==> config.mk <==
export PLATFORM = sky130hd
export DESIGN_NAME = bus_pause_sequencer_flat
export DESIGN_NICKNAME = d
export VERILOG_FILES = /design/src/rtl/bps_pkg.sv /design/src/rtl/bps_req_if.sv /design/src/rtl/bps_rsp_if.sv /design/src/rtl/bus_pause_sequencer.sv /design/src/flat_wrapper.sv
export SDC_FILE = /design/constraint.sdc
export NUM_CORES = 1
export LEC_CHECK = 0
export ABC_AREA = 1
export BUFFER_PORTS_ARGS = -buffer_cell sky130_fd_sc_hd__buf_4
export CAP_MARGIN = 10
export CORE_ASPECT_RATIO = 0.7
export CORE_MARGIN = 1.5
export CORE_UTILIZATION = 55
export CTS_BUF_LIST = sky130_fd_sc_hd__clkbuf_2 sky130_fd_sc_hd__clkbuf_4 sky130_fd_sc_hd__clkbuf_8
export CTS_CLUSTER_DIAMETER = 80
export DETAILED_ROUTE_END_ITERATION = 7
export GPL_TIMING_DRIVEN = 0
export PLACE_DENSITY = 0.75
export SYNTH_ARGS = -nofsm -noshare
export SYNTH_HDL_FRONTEND = slang
export SYNTH_SLANG_ARGS = --single-unit
export TNS_END_PERCENT = 30
==> constraint.sdc <==
create_clock -name clk -period 4.9 [get_ports clk]
set_input_delay 0.245 -clock clk [delete_from_list [all_inputs] [get_ports clk]]
set_output_delay 0.245 -clock clk [all_outputs]
set_load 0.01 [all_outputs]
==> src/rtl/bps_pkg.sv <==
// bps_pkg: shared constants for the bus pause sequencer
// field widths, request codes, register indexes and phase codes
// no dependencies
package bps_pkg;

	// fixed field widths
	localparam int unsigned REQ_W   = 2;
	localparam int unsigned MS_W    = 32;
	localparam int unsigned PHASE_W = 4;
	localparam int unsigned CFG_IDX_W = 2;
	localparam int unsigned CFG_DATA_W = 32;

	// request codes
	localparam logic [REQ_W-1:0] REQ_POLL  = 2'd0;
	localparam logic [REQ_W-1:0] REQ_START = 2'd1;
	localparam logic [REQ_W-1:0] REQ_STOP  = 2'd2;

	// configuration register indexes
	localparam logic [CFG_IDX_W-1:0] CFG_PAUSE_DURATION  = 2'd0;
	localparam logic [CFG_IDX_W-1:0] CFG_PAUSE_PERIOD    = 2'd1;
	localparam logic [CFG_IDX_W-1:0] CFG_HANDLER_PRESENT = 2'd2;

	// phase codes
	localparam logic [PHASE_W-1:0] PH_STOPPING = 4'd0;
	localparam logic [PHASE_W-1:0] PH_STOPPED  = 4'd1;
	localparam logic [PHASE_W-1:0] PH_RUN      = 4'd2;
	localparam logic [PHASE_W-1:0] PH_START    = 4'd3;
	localparam logic [PHASE_W-1:0] PH_WAIT1    = 4'd4;
	localparam logic [PHASE_W-1:0] PH_HALF     = 4'd5;
	localparam logic [PHASE_W-1:0] PH_WAIT2    = 4'd6;
	localparam logic [PHASE_W-1:0] PH_TIMEOUT  = 4'd7;
	localparam logic [PHASE_W-1:0] PH_FINISH   = 4'd8;

	typedef logic [PHASE_W-1:0] phase_t;

endpackage

==> src/rtl/bps_req_if.sv <==
// bps_req_if: request channel of the bus pause sequencer
// valid/ready handshake with the request payload; depends on bps_pkg
interface bps_req_if;
	logic                        valid;
	logic                        ready;
	logic [bps_pkg::REQ_W-1:0]   req_type;
	logic [bps_pkg::MS_W-1:0]    now_ms;
	logic                        upper_ready;
	logic [bps_pkg::MS_W-1:0]    arbiter_duration;

	modport source (output valid, req_type, now_ms, upper_ready, arbiter_duration,
		input ready);
	modport sink (input valid, req_type, now_ms, upper_ready, arbiter_duration,
		output ready);
endinterface

==> src/rtl/bps_rsp_if.sv <==
// bps_rsp_if: result channel of the bus pause sequencer
// valid/ready handshake with the result payload; depends on bps_pkg
interface bps_rsp_if;
	logic                          valid;
	logic                          ready;
	logic [bps_pkg::PHASE_W-1:0]   state_code;
	logic                          pause_busy;
	logic                          upper_consulted;
	logic                          timer_pause_begin;
	logic [bps_pkg::MS_W-1:0]      timer_duration;

	modport source (output valid, state_code, pause_busy, upper_consulted,
		timer_pause_begin, timer_duration, input ready);
	modport sink (input valid, state_code, pause_busy, upper_consulted,
		timer_pause_begin, timer_duration, output ready);
endinterface

==> src/rtl/bus_pause_sequencer.sv <==
// bus_pause_sequencer: nine-phase pause controller for a bus MAC
// depends on bps_pkg, bps_req_if and bps_rsp_if
//
// Usage: each beat on the req channel is a poll step, a start command or a
// stop command; every request beat yields exactly one beat on the rsp channel
// with the new phase, the busy flag, whether the upper layer was consulted and
// the timer pause-start pulse with its duration.
// Configuration (pause duration, period, handler present) is written through
// cfg_we/cfg_index/cfg_data; the user must do so only while no beat is in flight
// (the block does not enforce this); writes take effect at once, unknown indexes are dropped.
// Pipeline: input register, then result register. Throughput: one beat per cycle
// while rsp.ready is held high; the phase update is one wrapping subtract and
// compare between the two registers, so consecutive beats follow each other
// with no bubble.
// Stall: a held result keeps its register; the input register still takes
// one more beat, after which req.ready drops until the result is taken.
// Reset: arst_n clears the phase to stopping, both time origins and all
// configuration registers to zero; no results are pending after reset.
module bus_pause_sequencer #(
	parameter int unsigned TIME_BITS = 32
) (
	input  logic                             clk,
	input  logic                             arst_n,
	input  logic                             cfg_we,
	input  logic [bps_pkg::CFG_IDX_W-1:0]    cfg_index,
	input  logic [bps_pkg::CFG_DATA_W-1:0]   cfg_data,
	bps_req_if.sink                          req,
	bps_rsp_if.source                        rsp
);

	// compare width covers both the time counter and the 32-bit limits
	localparam int unsigned CMP_W = (TIME_BITS > bps_pkg::MS_W) ? TIME_BITS : bps_pkg::MS_W;

	// configuration registers
	logic [bps_pkg::MS_W-1:0] pause_duration_q;
	logic [bps_pkg::MS_W-1:0] pause_period_q;
	logic                     handler_present_q;

	// block state
	bps_pkg::phase_t          phase_q;
	logic [TIME_BITS-1:0]     period_origin_q;
	logic [TIME_BITS-1:0]     duration_origin_q;

	// input register
	logic                        valid_s1;
	logic [bps_pkg::REQ_W-1:0]   req_type_s1;
	logic [bps_pkg::MS_W-1:0]    now_ms_s1;
	logic                        upper_ready_s1;
	logic [bps_pkg::MS_W-1:0]    arbiter_duration_s1;

	// result register
	logic                        valid_s2;
	bps_pkg::phase_t             state_code_s2;
	logic                        pause_busy_s2;
	logic                        upper_consulted_s2;
	logic                        timer_pause_begin_s2;
	logic [bps_pkg::MS_W-1:0]    timer_duration_s2;

	// next-state logic signals
	logic                  advance;
	logic [CMP_W-1:0]      now_c;
	logic [TIME_BITS-1:0]  now_t;
	logic [CMP_W-1:0]      period_elapsed;
	logic [CMP_W-1:0]      duration_elapsed;
	logic [CMP_W-1:0]      period_lim;
	logic [CMP_W-1:0]      duration_lim;
	logic [CMP_W-1:0]      half_lim;
	logic                  asks;
	logic                  consulted;
	logic                  granted;
	logic                  pulse;
	logic                  load_period;
	logic                  load_duration;
	bps_pkg::phase_t       phase_d;

	// handshake: input stage moves on when the result register is free
	assign advance   = valid_s1 && (!valid_s2 || rsp.ready);
	assign req.ready = !valid_s1 || advance;

	// configuration writes
	always_ff @(posedge clk or negedge arst_n) begin
		if (!arst_n) begin
			pause_duration_q  <= '0;
			pause_period_q    <= '0;
			handler_present_q <= 1'b0;
		end else if (cfg_we) begin
			unique case (cfg_index)
				bps_pkg::CFG_PAUSE_DURATION:  pause_duration_q  <= cfg_data;
				bps_pkg::CFG_PAUSE_PERIOD:    pause_period_q    <= cfg_data;
				bps_pkg::CFG_HANDLER_PRESENT: handler_present_q <= cfg_data[0];
				default: ;
			endcase
		end
	end

	// input register
	always_ff @(posedge clk or negedge arst_n) begin
		if (!arst_n) begin
			valid_s1 <= 1'b0;
		end else if (req.ready) begin
			valid_s1 <= req.valid;
		end
	end

	always_ff @(posedge clk) begin
		if (req.ready && req.valid) begin
			req_type_s1         <= req.req_type;
			now_ms_s1           <= req.now_ms;
			upper_ready_s1      <= req.upper_ready;
			arbiter_duration_s1 <= req.arbiter_duration;
		end
	end

	// wrapping elapsed times, widened for the compare
	assign now_c            = CMP_W'(now_ms_s1);
	assign now_t            = now_c[TIME_BITS-1:0];
	assign period_elapsed   = CMP_W'(TIME_BITS'(now_t - period_origin_q));
	assign duration_elapsed = CMP_W'(TIME_BITS'(now_t - duration_origin_q));
	assign period_lim       = CMP_W'(pause_period_q);
	assign duration_lim     = CMP_W'(pause_duration_q);
	assign half_lim         = CMP_W'(pause_duration_q >> 1);

	// phases that ask the upper layer
	assign asks = (phase_q == bps_pkg::PH_STOPPING) || (phase_q == bps_pkg::PH_START) ||
		(phase_q == bps_pkg::PH_HALF) || (phase_q == bps_pkg::PH_TIMEOUT) ||
		(phase_q == bps_pkg::PH_FINISH);

	// phase transition for the item in the input register
	always_comb begin
		phase_d       = phase_q;
		consulted     = 1'b0;
		granted       = 1'b0;
		pulse         = 1'b0;
		load_period   = 1'b0;
		load_duration = 1'b0;
		unique case (req_type_s1)
			bps_pkg::REQ_START: phase_d = bps_pkg::PH_START;
			bps_pkg::REQ_STOP:  phase_d = bps_pkg::PH_STOPPING;
			bps_pkg::REQ_POLL: begin
				consulted = asks && handler_present_q;
				granted   = consulted && upper_ready_s1;
				unique case (phase_q)
					bps_pkg::PH_STOPPING: if (granted) phase_d = bps_pkg::PH_STOPPED;
					bps_pkg::PH_STOPPED: begin
						load_period   = 1'b1;
						load_duration = 1'b1;
					end
					bps_pkg::PH_RUN:
						if (period_elapsed > period_lim) phase_d = bps_pkg::PH_START;
					bps_pkg::PH_START: begin
						if (granted) begin
							load_duration = 1'b1;
							pulse         = 1'b1;
							phase_d       = bps_pkg::PH_WAIT1;
						end
					end
					bps_pkg::PH_WAIT1:
						if (duration_elapsed > half_lim) phase_d = bps_pkg::PH_HALF;
					bps_pkg::PH_HALF: if (granted) phase_d = bps_pkg::PH_WAIT2;
					bps_pkg::PH_WAIT2:
						if (duration_elapsed > duration_lim) phase_d = bps_pkg::PH_TIMEOUT;
					bps_pkg::PH_TIMEOUT: if (granted) phase_d = bps_pkg::PH_FINISH;
					bps_pkg::PH_FINISH: begin
						if (granted) begin
							if (pause_period_q == '0) begin
								phase_d = bps_pkg::PH_STOPPING;
							end else begin
								load_period = 1'b1;
								phase_d     = bps_pkg::PH_RUN;
							end
						end
					end
					default: ;
				endcase
			end
			default: ;
		endcase
	end

	// state update on each advancing beat
	always_ff @(posedge clk or negedge arst_n) begin
		if (!arst_n) begin
			phase_q           <= bps_pkg::PH_STOPPING;
			period_origin_q   <= '0;
			duration_origin_q <= '0;
		end else if (advance) begin
			phase_q <= phase_d;
			if (load_period) period_origin_q <= now_t;
			if (load_duration) duration_origin_q <= now_t;
		end
	end

	// result register
	always_ff @(posedge clk or negedge arst_n) begin
		if (!arst_n) begin
			valid_s2 <= 1'b0;
		end else if (advance) begin
			valid_s2 <= 1'b1;
		end else if (rsp.ready) begin
			valid_s2 <= 1'b0;
		end
	end

	always_ff @(posedge clk) begin
		if (advance) begin
			state_code_s2        <= phase_d;
			pause_busy_s2        <= (phase_d != bps_pkg::PH_STOPPED) &&
				(phase_d != bps_pkg::PH_RUN);
			upper_consulted_s2   <= consulted;
			timer_pause_begin_s2 <= pulse;
			timer_duration_s2    <= pulse ? arbiter_duration_s1 : '0;
		end
	end

	assign rsp.valid             = valid_s2;
	assign rsp.state_code        = state_code_s2;
	assign rsp.pause_busy        = pause_busy_s2;
	assign rsp.upper_consulted   = upper_consulted_s2;
	assign rsp.timer_pause_begin = timer_pause_begin_s2;
	assign rsp.timer_duration    = timer_duration_s2;

	// pause start is only reported on entry to wait1
	a_pulse_wait1: assert property (@(posedge clk) disable iff (!arst_n)
		valid_s2 && timer_pause_begin_s2 |-> state_code_s2 == bps_pkg::PH_WAIT1)
		else $error("pause start pulse without entry to wait1");

	// a duration is forwarded only with the pause start pulse
	a_duration_gated: assert property (@(posedge clk) disable iff (!arst_n)
		valid_s2 && !timer_pause_begin_s2 |-> timer_duration_s2 == '0)
		else $error("timer duration without pause start");

	// the state moves only when a beat leaves the input stage
	a_phase_hold: assert property (@(posedge clk) disable iff (!arst_n)
		!advance |=> $stable(phase_q))
		else $error("phase changed without an advancing beat");

	// both stages full and the result stalled blocks new beats
	a_full_stall: assert property (@(posedge clk) disable iff (!arst_n)
		valid_s1 && valid_s2 && !rsp.ready |-> !req.ready)
		else $error("request taken while both stages are full");

endmodule
==> src/flat_wrapper.sv <==
// flat-port wrapper written by rule: the top's interface ports become plain ports
module bus_pause_sequencer_flat 
#(
	parameter int unsigned TIME_BITS = 32
)
  (clk, arst_n, cfg_we, cfg_index, cfg_data, req_valid, req_req_type, req_now_ms, req_upper_ready, req_arbiter_duration, req_ready, rsp_valid, rsp_state_code, rsp_pause_busy, rsp_upper_consulted, rsp_timer_pause_begin, rsp_timer_duration, rsp_ready);
  bps_req_if req_i ();
  bps_rsp_if rsp_i ();
  input  logic clk;
  input  logic arst_n;
  input  logic cfg_we;
  input  logic [bps_pkg::CFG_IDX_W-1:0] cfg_index;
  input  logic [bps_pkg::CFG_DATA_W-1:0] cfg_data;
  input wire logic [$bits(req_i.valid)-1:0] req_valid;
  input wire logic [$bits(req_i.req_type)-1:0] req_req_type;
  input wire logic [$bits(req_i.now_ms)-1:0] req_now_ms;
  input wire logic [$bits(req_i.upper_ready)-1:0] req_upper_ready;
  input wire logic [$bits(req_i.arbiter_duration)-1:0] req_arbiter_duration;
  output wire logic [$bits(req_i.ready)-1:0] req_ready;
  output wire logic [$bits(rsp_i.valid)-1:0] rsp_valid;
  output wire logic [$bits(rsp_i.state_code)-1:0] rsp_state_code;
  output wire logic [$bits(rsp_i.pause_busy)-1:0] rsp_pause_busy;
  output wire logic [$bits(rsp_i.upper_consulted)-1:0] rsp_upper_consulted;
  output wire logic [$bits(rsp_i.timer_pause_begin)-1:0] rsp_timer_pause_begin;
  output wire logic [$bits(rsp_i.timer_duration)-1:0] rsp_timer_duration;
  input wire logic [$bits(rsp_i.ready)-1:0] rsp_ready;
  assign req_i.valid = req_valid;
  assign req_i.req_type = req_req_type;
  assign req_i.now_ms = req_now_ms;
  assign req_i.upper_ready = req_upper_ready;
  assign req_i.arbiter_duration = req_arbiter_duration;
  assign req_ready = req_i.ready;
  assign rsp_valid = rsp_i.valid;
  assign rsp_state_code = rsp_i.state_code;
  assign rsp_pause_busy = rsp_i.pause_busy;
  assign rsp_upper_consulted = rsp_i.upper_consulted;
  assign rsp_timer_pause_begin = rsp_i.timer_pause_begin;
  assign rsp_timer_duration = rsp_i.timer_duration;
  assign rsp_i.ready = rsp_ready;
  bus_pause_sequencer #(.TIME_BITS(TIME_BITS)) u_core (.clk(clk), .arst_n(arst_n), .cfg_we(cfg_we), .cfg_index(cfg_index), .cfg_data(cfg_data), .req(req_i), .rsp(rsp_i));
endmodule
# Word level (Yosys, flattened, before mapping)
# Index checks and enable logic that the tools add are counted.
# W data, S select, Z words.
# totals
reg_bits	241
inputBits	106
out_inout_bits	41
# classes
add_sub_neg	2
n_lt_le_gt_ge	3
eq_ne	14
n_mux	22
n_reduce_logical	23
# ops
op	count
$gt A32 B32 Y1	2
$sub A32 B32 Y32	2
$gt A32 B31 Y1	1
$logic_not A32 Y1	1
$mux W4	8
$pmux W4 S8	1
$eq A4 B3 Y1 const B	4
$pmux W4 S3	1
$reduce_and A2 Y1	5
$mux W1	9
$eq A4 B2 Y1 const B	2
$logic_or A1 B1 Y1	6
$logic_and A1 B1 Y1	5
$eq A2 B1 Y1 const B	2
$eq A2 B2 Y1 const B	2
$eq A4 B1 Y1 const B	1
$eq A4 B4 Y1 const B	1
$logic_not A2 Y1	2
$logic_not A4 Y1	1
$ne A4 B1 Y1 const B	1
$ne A4 B2 Y1 const B	1
$pmux W1 S2	2
$logic_not A1 Y1	2
$mux W2	1
$reduce_bool A2 Y1	1

# Logic depth before layout (Yosys ltp)
# depth
word_depth	12
depth_mapped	35

# Worst setup path after synthesis
# Ideal clock, no wire load.
# synth_timing
kind	register -> register
start	reg u_core.now_ms_s1, in the netlist u_core.now_c[0]
end	reg u_core.pause_busy_s2 (netlist: u_core.rsp.pause_busy), data pin
arrival_time_ns	3.635
t_required_ns	4.647
path_slack_ns	1.012
stages_incl_launch_ff	29
path_buffers	0
path_cell_list	edfxtp_1 inv_1 ha_1 inv_1 fa_1 nand3_1 nand2_1 a21oi_2 o21ai_1 a21boi_1 nor2_1 a21oi_2 o21ai_1 a21oi_1 xor2_1 ha_1 nand4_1 nor3_1 nand3_1 o21ai_0 nor2_1 nand2_1 nand2_1 nor2_1 nand2_1 nand2_2 nand3_1 nand2_1 nand2_1
# synth_via
elab_chain_cells	7
# synth_rtl
item	line	rtl
start: declaration	bus_pause_sequencer.sv:47	logic [bps_pkg::MS_W-1:0] now_ms_s1;
start signal: assignment	bus_pause_sequencer.sv:108	now_ms_s1 <= req.now_ms;
$sub A32 B32 Y32 (on tied branches)	bus_pause_sequencer.sv:118, bus_pause_sequencer.sv:117	
$gt A32 B32 Y1, or another cell as far along	bus_pause_sequencer.sv:161	if (duration_elapsed > duration_lim) phase_d = bps_pkg::PH_TIMEOUT;
$mux W4 (on tied branches)	bus_pause_sequencer.sv:161, bus_pause_sequencer.sv:149, bus_pause_sequencer.sv:158	
$pmux W4 S8 (*)	bus_pause_sequencer.sv:142	unique case (phase_q)
$pmux W4 S3 (*)	bus_pause_sequencer.sv:136	unique case (req_type_s1)
$ne A4 B1 Y1 / $ne A4 B2 Y1 (equally long branches)	bus_pause_sequencer.sv:207, bus_pause_sequencer.sv:208	
$logic_and A1 B1 Y1 (*)	bus_pause_sequencer.sv:207	pause_busy_s2 <= (phase_d != bps_pkg::PH_STOPPED) &&
end signal: assignment	bus_pause_sequencer.sv:207	
end: declaration	bus_pause_sequencer.sv:54	logic pause_busy_s2;
# Mark *: on every way between the ends. The rest lies on a longest branch, timed or not.
# A chain may end at the register's enable or synchronous reset.

# Worst setup path in the final report
# Same ends and word-level chain as after synthesis.

==> summary.md <==
| Metric | Value |
|---|---|
| Status | finished clean |
| Most frequent cells after synthesis | nand2_1, inv_1, ha_1 |
| Wire per inst | 16.99 µm |
| Synth area leaders | dfrtp_1, edfxtp_1, ha_1, nand2_1, inv_1 |
| Place WS | -0.09154 ns |
| Leakage Power | 8.760 nW |
| Rel. slew slack | 0.4820 |
| Core ar. | 25750 µm² |
| Hold path start | cfg_index[1] |
| Hold EP | u_core.handler_present_q |
| Post-DRT Antenna Nets | 0 |
| Vias | 12.35k |
| Drt drc | 0 |
| Share of layout cells above drive strength 1 | 0.1421 |
| GP Congestion | 0.9392 |
| Setup crit start kind | flip-flop |
| Crit-path max cell delay | roughly 0.45 ns |
| Vias in the first global route | 12.17k |
| Post-synthesis adder-cell area fraction | 0.1384 |
| Worst-Margin Slew | 0.7688 ns |
| # fillers | 1999 |
| Detailed Place HPWL | a little under 30000 µm |
| Ys Warns | 0 |
| Max Slew Vio Count | 0 |
| Seq/Total Area, Yosys | 0.4529 |
| PortBufs | 146 |
| Asr flop ratio synth | 0.5602 |
| Most frequent CP cell | nand2_1 |
| Diode count | 0 |
| Yosys reg bits | between 200 and 250 |
| GR Util All Layers | 0.2914 |
| Worst Clk Skew | approximately 0.027 ns |
| Xor/xnor share of the synthesized area | 0.03506 |
| Die X | 197.0 µm |
| Hold WC Path Type | in -> reg |
| Main synth FF type | dfrtp_1 |
| H-tree Lvls | 2 |
| Worst path bufs/invs | 3 |
| Slowest cell on crit path | fa_1 |
| Largest net degree at the start of global routing | 95 |
| Required @ worst endpoint | 5.22 ns |
| EDFF count, synth | 106 |
| Max Clock Freq | around 0.21 GHz |
| Final Hold Fails | 0 |
| FP Rows | 49 |
| Share of the synthesized area in the top cell type | 0.2332 |
| Syn Inst Count | 1661 |
| Multi-input gate area | 6718 µm² |
| Final WS setup | 0.1990 ns |
| Reg area | between 6000 and 7000 µm² |
| WS Path Type | reg -> reg |
| Mean post-synth cell area | 8.722 µm² |
| Worst vdd ir | 318.3 µV |
| Io pins | roughly 150 |
| 1st-pass router iterations | 5 |
| Largest fanout on the critical path | 4 |
| Detailed Route Iter0 Violations | between 900 and 1k |
| Largest area contributor in the netlist | dfrtp_1 |
| Simple-Gate Fraction of Synth Area | 0.1439 |
| Syn_nets | 1926 |
| Period minus WS final | about 4.7 ns |
| Final #Nets | 2221 |
| Clk_lat worst skew | 0.57 ns |
| CTS tree | yes |
| Worst R2R Start | u_core.now_c[0] |
| Delay-heaviest family, CP | simple AND/OR/NAND/NOR gates |
| Worst r2r path cells | 28 |
| Worst-path clk slew | 0.06 ns |
| Tcrit/Tclk final | 0.9594 |
| Total gr overflow | 0 |
| Vias/cell | 5.332 |
| R2r endpoint | u_core.rsp.pause_busy |
| Number of buffers created by CTS | 37 |
| Die H | about 140 µm |
| Maxcap violations | 0 |
| Cell Area, Synth | 14490 µm² |
| Most common cell in the synthesized netlist | nand2_1 |
| Crit path capture type | flip-flop |
| Synth cell types | 50 |
| First-pass GRT wire length | about 62000 µm |
| Die ar. | 27340 µm² |
| Initial Util | 0.5626 |
| Clk buf depth | 3 |
| Worst EP arrival | 5.02 ns |
| Synth Area in Compound Gates | 0.1407 |
| Largest family of logic cells by synthesized area | simple AND/OR/NAND/NOR gates |
| Final setup viols | 0 |
| Hold Path Cell Cnt | 4 |
| Post-layout util | 0.6991 |
| P per Cell Area | 616.3 nW/µm² |
| Flop2flop setup slack | just under 0.2 ns |
| P&R area growth vs syn | 24.25% |
| Initial antenna violation count | 0 |
| Routed WL | 39360 µm |
| Root buf cell | clkbuf_8 |
| Multiplexer share of the synthesized area | 0 |
| Sink Count | 241 |
[worst max path at each step]
stage	from	endpoint	slack, ns	cells past startpoint
2_1_floorplan	u_core.now_c[0]	u_core.rsp.pause_busy	1.01	28
3_3_place_gp	u_core.now_c[0]	u_core.rsp.pause_busy	-0.07	28
3_5_place_dp	u_core.now_c[0]	u_core.rsp.pause_busy	-0.09	25
4_1_cts	u_core.now_c[0]	u_core.rsp.pause_busy	0.06	28
5_1_grt	u_core.now_c[2]	u_core.rsp.pause_busy	-0.07	28
6_report	u_core.now_c[0]	u_core.rsp.pause_busy	0.20	28
[cell usage in the layout, fill, tap and decap left out, types with 3 or more instances in the layout]
master,n
nor3_1,11
inv_2,6
edfxtp_1,106
a21o_1,6
nor3_2,3
xnor2_1,19
ha_1,157
o21ai_0,150
o221ai_1,5
nand3b_1,3
dfrtp_1,135
nand2_1,310
o211ai_1,7
nand2_2,7
nand4_1,16
xor2_1,36
o21ai_2,10
clkbuf_1,12
clkbuf_8,40
nor2_2,3
o21bai_1,7
buf_4,151
a21oi_2,8
clkinv_1,5
nand3_1,29
o21a_1,10
clkbuf_4,16
clkinv_2,3
buf_2,12
nor4_1,10
o21ai_1,23
dlygate4sd3_1,105
a31oi_1,3
inv_1,302
a21oi_4,3
a21oi_1,113
a21boi_0,3
nor2_1,107
[sequential cells by signal, summed over array words and instances, names as in the netlist, 2 cells and up]
name	cells
u_core.now_c	32
u_core.req_type_s1	2
u_core.rsp.state_code	4
u_core.period_origin_q	32
u_core.duration_lim	32
u_core.phase_q	4
u_core.arbiter_duration_s1	32
u_core.duration_origin_q	32
u_core.rsp.timer_duration	32
u_core.pause_period_q	32
[timing repair]
action                                 4_1_cts  5_1_grt
hold buffers                               105        0
endpoints found under the hold margin      171        0
setup endpoints to repair                    3        3
setup buffers                                0        3
gates resized for setup                      1       17
pin swaps                                    0        6
[metal layers]
layer  routed length [µm]  global-route usage  up-vias
met4                  871             0.07393        0
li1                     -                   -     6068
met1                18220              0.4187     5809
met5                    0                   0        -
met3                 2788             0.06299       73
met2                17480              0.4495      398
[worst register-to-register path, delay by kind of cell, from the launching register on]
kind,cells,cell delay (ns)
simple gates,15,1.54
compound gates,7,1.33
fa+ha+maj,3,0.94
flops,1,0.40
buf+inv,3,0.27
[cell type report]
class,instances,area share
Multi-Input combinational cell,1083,0.3732
Sequential cell,241,0.3645
Timing Repair Buffer,256,0.1238
Inverter,310,0.06485
Clock buffer,56,0.03726
Tap cell,331,0.02301
Buffer,27,0.007090
Clock inverter,12,0.006325
[cell families (layout without fill, tap and decap cells)]
group,after synthesis,count (layout)
flip-flops,241,241
AO/OA/AOI/OAI,361,361
XOR/XNOR,58,58
AND/OR/NAND/NOR,505,505
buffers and inverters,337,661
adder cells (fa/ha/maj),159,159
[report_power, final]
group | switching (W) | leakage [nW] | total, W | internal, W
sequential | 0.000279 | 2.74 | 0.00287 | 0.00259
combinational | 0.00392 | 5.60 | 0.00641 | 0.00248
clock | 0.000832 | 0.414 | 0.00182 | 0.000988
[through the flow]
step | instance area (µm²) | power, W | std cells | hold WS (ns) | TNS (ns)
finish | 18000 | 0.01109 | 2316 | 0.04648 | 0
global route | 18000 | 0.01209 | 2316 | 0.04356 | -0.06710
floorplan | 14490 | 0.007237 | 1661 | -0.05059 | 0
CTS | 17900 | 0.01088 | 2313 | 0.009701 | 0
global placement | 16000 | 0.008709 | 2138 | 0.4231 | -0.06897
detailed placement | 16060 | 0.008958 | 2140 | 0.1938 | -0.1212
(Power assumes the default switching activity.)
